[src/sorted_region_table_macros.svh]
// Assertion macros for the sorted region table.
// Included by the top level; depends on nothing else.
`ifndef SORTED_REGION_TABLE_MACROS_SVH
`define SORTED_REGION_TABLE_MACROS_SVH
`ifndef ASSERT_OFF
`define SRT_ASSERT(lbl, clk, rstn, prop) \
  lbl: assert property (@(posedge clk) disable iff (!rstn) prop) \
    else $error("sorted_region_table: assertion failed");
`define SRT_ASSERT_NEVER(lbl, clk, rstn, cond) \
  lbl: assert property (@(posedge clk) disable iff (!rstn) !(cond)) \
    else $error("sorted_region_table: forbidden condition seen");
`else
`define SRT_ASSERT(lbl, clk, rstn, prop)
`define SRT_ASSERT_NEVER(lbl, clk, rstn, cond)
`endif
`endif

[src/srt_pkg.sv]
// Shared widths, codes and types of the sorted region table.
// Used by srt_cell and sorted_region_table; depends on nothing.
package srt_pkg;

  localparam int unsigned StartW              = 52;
  localparam int unsigned LenW                = 32;
  localparam int unsigned KindW               = 2;
  localparam int unsigned StatusW             = 2;
  localparam int unsigned CountOutW           = 7;
  localparam int unsigned DefaultTableEntries = 16;

  typedef enum logic [KindW-1:0] {
    KIND_INSERT = 2'd0,
    KIND_REMOVE = 2'd1,
    KIND_PAGE   = 2'd2,
    KIND_CLEAR  = 2'd3
  } kind_e;

  typedef enum logic [StatusW-1:0] {
    ST_OK        = 2'd0,
    ST_OVERLAP   = 2'd1,
    ST_FULL      = 2'd2,
    ST_NOT_FOUND = 2'd3
  } status_e;

  typedef enum logic [2:0] {
    CELL_HOLD,
    CELL_TAKE_PREV,
    CELL_TAKE_NEXT,
    CELL_LOAD_NEW,
    CELL_KEEP_LEFT,
    CELL_KEEP_RIGHT,
    CELL_TAKE_SPLIT
  } cell_op_e;

  typedef struct packed {
    logic [StartW-1:0] start;
    logic [LenW-1:0]   len;
    logic              shared;
  } entry_t;

  typedef struct packed {
    logic [StartW-1:0] page;
    logic [LenW-1:0]   count;
    logic              shared;
  } cmd_t;

  typedef struct packed {
    logic le;
    logic hit;
    logic has_page;
    logic ovl;
    logic left_nz;
    logic right_nz;
  } cell_flags_t;

endpackage

[src/srt_cell.sv]
// One cell of the region table: holds a single region, compares it against
// the request and shifts or reloads it. Depends on srt_pkg.
module srt_cell
  import srt_pkg::*;
(
  input  logic              clk_i,
  input  logic              rst_ni,
  input  logic              valid_i,
  input  logic              eval_i,
  input  cell_op_e          op_i,
  input  cmd_t              cmd_i,
  input  logic              prev_le_i,
  input  logic              next_le_i,
  input  entry_t            prev_entry_i,
  input  entry_t            next_entry_i,
  input  logic [LenW-1:0]   prev_right_len_i,
  output logic              le_o,
  output entry_t            entry_o,
  output logic [LenW-1:0]   right_len_o,
  output cell_flags_t       flags_o
);

  entry_t              entry_q;
  cell_flags_t         flags_q;
  cell_flags_t         flags_d;
  logic [StartW:0]     end_w;
  logic [StartW:0]     cmd_end_w;
  logic [StartW:0]     page_w;
  logic [StartW:0]     start_w;
  logic [LenW-1:0]     left_len_w;

  // Region ends are one bit wider than a page number so they never wrap.
  assign start_w   = (StartW+1)'(entry_q.start);
  assign page_w    = (StartW+1)'(cmd_i.page);
  assign end_w     = start_w + (StartW+1)'(entry_q.len);
  assign cmd_end_w = page_w + (StartW+1)'(cmd_i.count);

  // The at-or-below flag runs down the row, so only the leading run of cells
  // counts. A split whose right part wraps to low pages can leave the table
  // out of order, and the insert point is still the first cell above.
  assign le_o = prev_le_i && valid_i && (entry_q.start <= cmd_i.page);

  // Both split lengths are below the region length, so 32-bit arithmetic holds.
  assign left_len_w  = cmd_i.page[LenW-1:0] - entry_q.start[LenW-1:0];
  assign right_len_o = entry_q.start[LenW-1:0] + entry_q.len
                       - cmd_i.page[LenW-1:0] - LenW'(1);

  always_comb begin
    flags_d.le       = le_o;
    flags_d.hit      = valid_i && (entry_q.start == cmd_i.page)
                       && (entry_q.len == cmd_i.count);
    flags_d.has_page = valid_i && (page_w >= start_w) && (page_w < end_w);
    // This cell is either the first region above the new start or the last
    // one at or below it; only those two can collide with a new region.
    flags_d.ovl      = (valid_i && !le_o && prev_le_i && (cmd_end_w > start_w))
                       || (le_o && !next_le_i && (end_w > page_w));
    flags_d.left_nz  = (page_w != start_w);
    flags_d.right_nz = ((page_w + (StartW+1)'(1)) != end_w);
  end

  always_ff @(posedge clk_i or negedge rst_ni) begin
    if (!rst_ni) begin
      flags_q <= '0;
    end else if (eval_i) begin
      flags_q <= flags_d;
    end
  end

  always_ff @(posedge clk_i) begin
    case (op_i)
      CELL_HOLD: begin
        entry_q <= entry_q;
      end
      CELL_TAKE_PREV: begin
        entry_q <= prev_entry_i;
      end
      CELL_TAKE_NEXT: begin
        entry_q <= next_entry_i;
      end
      CELL_LOAD_NEW: begin
        entry_q.start  <= cmd_i.page;
        entry_q.len    <= cmd_i.count;
        entry_q.shared <= cmd_i.shared;
      end
      CELL_KEEP_LEFT: begin
        entry_q.len <= left_len_w;
      end
      CELL_KEEP_RIGHT: begin
        entry_q.start <= cmd_i.page + StartW'(1);
        entry_q.len   <= right_len_o;
      end
      CELL_TAKE_SPLIT: begin
        entry_q.start  <= cmd_i.page + StartW'(1);
        entry_q.len    <= prev_right_len_i;
        entry_q.shared <= prev_entry_i.shared;
      end
      default: begin
        entry_q <= entry_q;
      end
    endcase
  end

  assign entry_o = entry_q;
  assign flags_o = flags_q;

endmodule

[config.mk]
export PLATFORM = sky130hd
export DESIGN_NAME = srt_cell
export DESIGN_NICKNAME = d
export VERILOG_FILES = /design/src/sorted_region_table_macros.svh /design/src/srt_pkg.sv /design/src/srt_cell.sv
export SDC_FILE = /design/constraint.sdc
export NUM_CORES = 1
export LEC_CHECK = 0
export BUFFER_PORTS_ARGS = -buffer_cell sky130_fd_sc_hd__buf_2
export CORE_MARGIN = 2
export CORE_UTILIZATION = 50
export DETAILED_ROUTE_END_ITERATION = 7
export PLACE_DENSITY = 0.77
export SLEW_MARGIN = 15
export SYNTH_ARGS = -nofsm -noshare
export SYNTH_HDL_FRONTEND = slang
export SYNTH_SLANG_ARGS = --single-unit
[constraint.sdc]
create_clock -name clk_i -period 7.2 [get_ports clk_i]
set_clock_uncertainty 0.2 [all_clocks]
set_input_delay 1.44 -clock clk_i [delete_from_list [all_inputs] [get_ports clk_i]]
set_output_delay 1.44 -clock clk_i [all_outputs]
set_load 0.05 [all_outputs]
==> results.sh, run 1 <==
export IMPL_cp_data_required_time_ns=5.56
export IMPL_relSlewSlack_pct=14.8
export IMPL_period_minus_slack_ns=7.19
export IMPL_drc_errors=0
export IMPL_dr_pass1_iters=8
export IMPL_cts_tree="built"
export IMPL_synth_top_area_share_pct=15.0
export IMPL_crit_path_max_fanout=4
export IMPL_grt_pass1_wl_um=144000
export IMPL_yosysMostFrequentCell="a21oi_1"
export IMPL_drt_iter0_drc=2808
export IMPL_rows=75
export IMPL_r2r_slack_ns=1.05
export IMPL_yosysUniqueCellTypes=92
export IMPL_cts_setup_buffers=0
export IMPL_setup_tns_ns=0
export IMPL_startpoint_type="primary input"
export IMPL_slew_viol_final=0
export IMPL_worstSetupEndpointType="primary output"
export IMPL_io_buffers=419
export IMPL_core_um2=41700
export IMPL_synth_seq_cells=91
export IMPL_final_period_utilization_pct=99.9
export IMPL_outcome="completed"
export IMPL_initial_core_util_pct=50.4
export IMPL_power_density_nw_per_um2=292
export IMPL_synthCells=2769
export IMPL_cpMaxStageDelayCell="fa_1"
export IMPL_io_pins=420
export IMPL_layout_nets=3722
export IMPL_hold_viol=0
export IMPL_seqCellArea_um2=2700
export IMPL_async_flop_share_pct=6.59
export IMPL_viasPerCell=6.61
export IMPL_area_delta_synth_final_pct=15.0
export IMPL_wirelength_um=99200
export IMPL_clock_path_buffers=2
export IMPL_htreeDepth=3
export IMPL_power_total_mw=7.05
export IMPL_slowest_delay_ns=0.55
export IMPL_syn_area_um2=21000
export IMPL_grt_max_degree=69
export IMPL_die_w_um=209
export IMPL_dr_total_vias=24400
export IMPL_finalSetupViolCount=0
export IMPL_max_freq_mhz=139
export IMPL_arrival_ns=5.55
export IMPL_drive_gt1_share_pct=17.9
export IMPL_tightestPinTransition_ns=1.27
export IMPL_synth_ff_type="edfxtp_1"
export IMPL_clk_pin_slew_ns=0.08
export IMPL_ant_nets=0
export IMPL_insertion_delay_ns=0.41
export IMPL_synthesis_nets=3351
export IMPL_fillers=3957
export IMPL_grt_usage_pct=44.3
export IMPL_cts_made_buffers=9
export IMPL_setup_slack_ns=0.00700
export IMPL_final_core_util_pct=57.9
export IMPL_grt_pass1_vias=22700
export IMPL_path_class="in -> out"
export IMPL_yosys_warnings=0
export IMPL_crit_chain="buf_2, fa_1, inv_1, ha_1, inv_1, fa_1, nor2b_1, o21a_1, o21ai_0, a211o_1, a21boi_0, buf_4, o211ai_1, a31oi_1, a31o_2, a21o_1, a21oi_2, xnor2_1, buf_4"
export IMPL_pre_cts_slack_ns=-0.161
export IMPL_die_y_um=209
export IMPL_crit_buf_inv=5
export IMPL_critPathTopFamily="compound AO/OA/AOI/OAI gates"
export IMPL_gp_congestion=1.03
export IMPL_wl_per_cell_um=26.9
export IMPL_min_path_type="reg -> reg"
export IMPL_yosysTopAreaCell="ha_1"
export IMPL_leakagePower_nw=11.3
export IMPL_multi_input_area_um2=16900
export IMPL_yosys_top_cells_area="ha_1 15%, edfxtp_1 12%, xnor2_1 8.6%"
export IMPL_ir_drop_uv=314
export IMPL_grt_overflow_total=0
export IMPL_place_hpwl_um=80600
export IMPL_grt_antenna_before_repair=11
export IMPL_synth_edf_count=85
export IMPL_clock_sinks=91
export IMPL_holdBufCountCts=0
export IMPL_rsz0062_at_grt="true"
export IMPL_synth_avg_cell_area_um2=7.58
export IMPL_ys_seq_area_share_pct=12.9
export IMPL_die_area_um2=43600
export IMPL_synth_commonest_cells="275 x a21oi_1, 251 x ha_1, 250 x nor2_1"
export IMPL_maxCapViolCount=0
export IMPL_root_buffer="clkbuf_16"
per-stage QoR:
stage / cell area [um2] / hold WS, ns / instances
floorplan: 21000 / 0.548 / 2769
global placement: 23800 / 0.299 / 3668
detailed placement: 23800 / 0.303 / 3668
CTS: 24100 / 0.320 / 3684
global route: 24100 / 0.362 / 3688
finish: 24100 / 0.318 / 3689
state kept, by name, summed over array words and instances (netlist names):
signal / count
flags_o: 6
entry_o: 85
power by group:
| part | switching, mW | total [mW] | internal [mW] | leakage (nW) |
|---|---|---|---|---|
| combinational | 3.77 | 5.64 | 1.87 | 10.3 |
| clock | 0.285 | 0.554 | 0.269 | 0.135 |
| sequential | 0.159 | 0.856 | 0.696 | 0.925 |
| total | 4.22 | 7.05 | 2.83 | 11.3 |
final timing paths:
check / start / endpoint / depth (start not counted)
setup / recovery: cmd_i[34] / right_len_o[31] / 19
hold / removal: flags_o[5] / flags_o[5] / 1
setup reg to reg: entry_o[9] / flags_o[3] / 19
hold reg to reg: flags_o[5] / flags_o[5] / 1
max in group asynchronous: rst_ni / flags_o[0] / 1
min in group asynchronous: rst_ni / flags_o[1] / 1
kinds of logic after synthesis:
family / synth area share (%)
buffers and inverters: 6.67
muxes: 5.85
xor gates and xnor gates: 12.3
DFF: 12.9
adders and majority gates: 18.3
AOI/OAI and AO/OA: 25.7
and+or+nand+nor: 18.3
worst register-to-register path: cells and delay by family (launching register included):
| kind | cells | cell delay, ns |
|---|---|---|
| AO/OA/AOI/OAI | 10 | 3.03 |
| XOR/XNOR | 1 | 0.17 |
| adder cells (fa/ha/maj) | 2 | 0.74 |
| flip-flops | 1 | 0.55 |
| AND/OR/NAND/NOR | 6 | 1.38 |
layout make-up:
cell class / instances / share of cell area (%)
clock buffer: 11 / 0.964
inverter: 247 / 3.85
clock inverter: 5 / 0.223
tap: 539 / 2.79
multi-input combinational: 2309 / 70.2
sequential: 91 / 11.2
antenna: 5 / 0.0519
timing repair buffer: 482 / 10.8
timing repair:
action                     4_1_cts  5_1_grt
gates resized for setup          1        8
pin swaps                        0        2
setup endpoints to repair        2        4
placed cells by master (no fill, tap or decap), types with 27 or more instances in the layout:
master / n
buf_4: 65
fa_1: 35
a31oi_1: 27
nand2_1: 162
nand4_1: 62
a21o_1: 108
xnor2_1: 207
o21ai_0: 146
mux2i_1: 90
nor2_1: 250
nor3_1: 45
buf_2: 414
o31ai_1: 40
inv_1: 246
xor2_1: 60
edfxtp_1: 85
ha_1: 251
a21oi_1: 273
a211oi_1: 35
o22ai_1: 66
nand3_1: 79
routing by layer:
metal	wire, um	track usage, %	up-vias
met5	72	0	-
met2	42600	67.8	1618
met3	10600	7.98	303
met1	40500	59.3	11600
li1	-	-	10800
met4	5550	23.5	10
No activity file was read; power rests on OpenSTA's default activity.
==> run 2, diff against run 1 <==
- CORE_UTILIZATION: 50 -> 54
- PLACE_DENSITY: 0.77 -> 0.82
- RECOVER_POWER: not set -> 50
==> run 2 against run 1 <==
- the flow now finishes with violations (capacitance limit, slew limit)
- die area fell by 7.3%
- worst hold slack gained 0.0067 ns
- utilization increased by 4.5 points
- global-route usage rose by 3.4 points
- sequential cell count unchanged
- cell count fell by 0.49%
- combinational power up 0.7%
- critical path depth is 3 lower
- sequential power increased by 0.9%
- count of clock-buffer cells in the layout is 3 higher
- first-iteration DRC count up 8.3%
- register-to-register slack better by 0.24 ns
- critical path type unchanged
- highest routed layer unchanged
==> results.sh, run 2 (synthesis results as in run 1) <==
export IMPL_outcome="complete, but fails checks"
export IMPL_violations="capacitance limit, slew limit"
export IMPL_grt_usage_pct=47.6
export IMPL_crit_cells=16
export IMPL_crit_buf_inv=3
export IMPL_reg2reg_depth=19
export IMPL_grt_max_degree=129
export IMPL_drt_iter0_drc=3041
export IMPL_slew_viol_final=76
export IMPL_ant_nets=0
export IMPL_cp_data_required_time_ns=5.56
export IMPL_slowest_delay_ns=0.55
export IMPL_io_pins=420
export IMPL_finalSetupViolCount=0
export IMPL_layout_nets=3723
export IMPL_grt_pass1_wl_um=145000
export IMPL_maxCapViolCount=3
export IMPL_htreeDepth=3
export IMPL_hold_viol=0
export IMPL_crit_path_max_fanout=4
export IMPL_rows=72
export IMPL_drc_errors=0
export IMPL_cts_made_buffers=9
export IMPL_io_buffers=419
export IMPL_leakagePower_nw=11.1
export IMPL_largest_reg_flops=85
export IMPL_cpMaxStageDelayCell="fa_1"
export IMPL_final_common_cell="buf_2"
export IMPL_place_hpwl_um=79600
export IMPL_wirelength_um=98900
export IMPL_final_core_util_pct=62.4
export IMPL_path_class="in -> out"
export IMPL_root_buffer="clkbuf_16"
export IMPL_min_path_type="reg -> reg"
export IMPL_crit_chain="buf_2, fa_1, inv_1, ha_1, a21o_1, a21o_1, a21oi_1, o21ai_0, or3_1, o211ai_1, a31oi_2, a31o_2, a21o_1, a21oi_2, xnor2_1, buf_4"
export IMPL_startpoint_type="primary input"
export IMPL_die_y_um=201
export IMPL_placed_cells=3647
export IMPL_power_density_nw_per_um2=296
export IMPL_critPathTopFamily="compound AO/OA/AOI/OAI gates"
export IMPL_drive_gt1_share_pct=14.8
export IMPL_period_minus_slack_ns=7.09
export IMPL_clock_path_buffers=2
export IMPL_crit_path_frequent_cell="a21o_1"
export IMPL_die_w_um=201
export IMPL_post_dp_cell_area_um2=23800
export IMPL_hold_depth=1
export IMPL_cts_tree="built"
export IMPL_ir_drop_uv=257
export IMPL_viasPerCell=6.70
export IMPL_fin_cells=3671
export IMPL_worstSetupEndpointType="primary output"
export IMPL_grt_antenna_before_repair=10
export IMPL_r2r_slack_ns=1.29
export IMPL_layout_common_cells="319 x buf_2, 274 x a21oi_1, 251 x ha_1"
export IMPL_relSlewSlack_pct=-118
export IMPL_stdcell_area_um2=24000
export IMPL_core_um2=38500
export IMPL_grt_pass1_vias=23400
export IMPL_dr_pass1_iters=7
export IMPL_dr_total_vias=24600
export IMPL_max_freq_mhz=141
export IMPL_arrival_ns=5.45
export IMPL_die_area_um2=40500
export IMPL_clock_sinks=91
export IMPL_gp_congestion=1.06
export IMPL_initial_core_util_pct=54.6
export IMPL_wl_per_cell_um=26.9
export IMPL_insertion_delay_ns=0.41
export IMPL_final_period_utilization_pct=98.4
export IMPL_power_total_mw=7.11
export IMPL_tightestPinTransition_ns=3.26
export IMPL_clk_pin_slew_ns=0.07
export IMPL_grt_overflow_total=0
export IMPL_area_delta_synth_final_pct=14.5
run 2: cell types whose count changed in the layout (fill, tap and decap cells not counted), sizes merged:
cell	change
buf	-102
inv	-1
diode	+2
clkbuf	+106
clkinv	-1
bufinv	-1
run 2: worst paths after layout:
check,startpoint,to
worst max-delay path,cmd_i[45],right_len_o[31]
worst min-delay path,flags_o[5],flags_o[5]
worst max register to register,entry_o[9],flags_o[3]
worst min register to register,flags_o[5],flags_o[5]
max in group asynchronous,rst_ni,flags_o[0]
min in group asynchronous,rst_ni,flags_o[5]
run 2: repair_timing:
item                                   4_1_cts  5_1_grt
resized for setup                            1       14
pin swaps                                    0        3
setup endpoints to repair                    2        6
setup buffers                                0        1
endpoints found under the hold margin        0        0
hold buffers                                 0        0
run 2: through the flow:
step,TNS [ns],hold slack [ns],worst slack (ns)
floorplan,0,0.548,0.497
global placement,-0.245,0.294,-0.164
detailed placement,-0.461,0.302,-0.202
CTS,0,0.320,0.0798
global route,-0.0202,0.335,-0.0202
finish,0,0.325,0.112
run 2: power breakdown:
group,total (mW),internal [mW],switching [mW]
Clock,0.559,0.279,0.281
Sequential,0.864,0.697,0.167
Combinational,5.68,1.88,3.80
run 2: area by class of cell:
cell class                 count  area [um2]
multi-input combinational   2309       16900
fill                        3604       14400
sequential                    91        2700
timing repair buffer         483        2470
inverter                     247         930
tap                          518         648
clock buffer                  14         287
antenna                        7        17.5
clock inverter                 2        16.3
run 2: per-layer routing:
| layer | routed length (um) | track usage, % | share of wire, % | up-vias |
|---|---|---|---|---|
| met2 | 41900 | 72.1 | 42 | 1876 |
| met1 | 38200 | 63.1 | 39 | 11500 |
| met4 | 5910 | 25.2 | 6.0 | 6 |
| met5 | 46 | 0 | 0.047 | - |
| met3 | 12800 | 11.1 | 13 | 376 |
| li1 | - | - | - | 10900 |
run 2: worst reg2reg max path, cell delays in order (launching register included):
cell	delay [ns]
edfxtp_1	0.54
ha_1	0.44
and3_1	0.20
o21a_1	0.21
a311oi_1	0.31
o211ai_2	0.15
a31oi_2	0.41
o21ai_4	0.15
a41oi_4	0.66
nor2_1	0.16
xnor2_1	0.17
ha_1	0.30
nand4_1	0.13
nor3_1	0.40
nand3_1	0.28
o21ai_0	0.38
a21oi_1	0.11
o21ai_0	0.29
nand4_1	0.22
o21ai_0	0.13
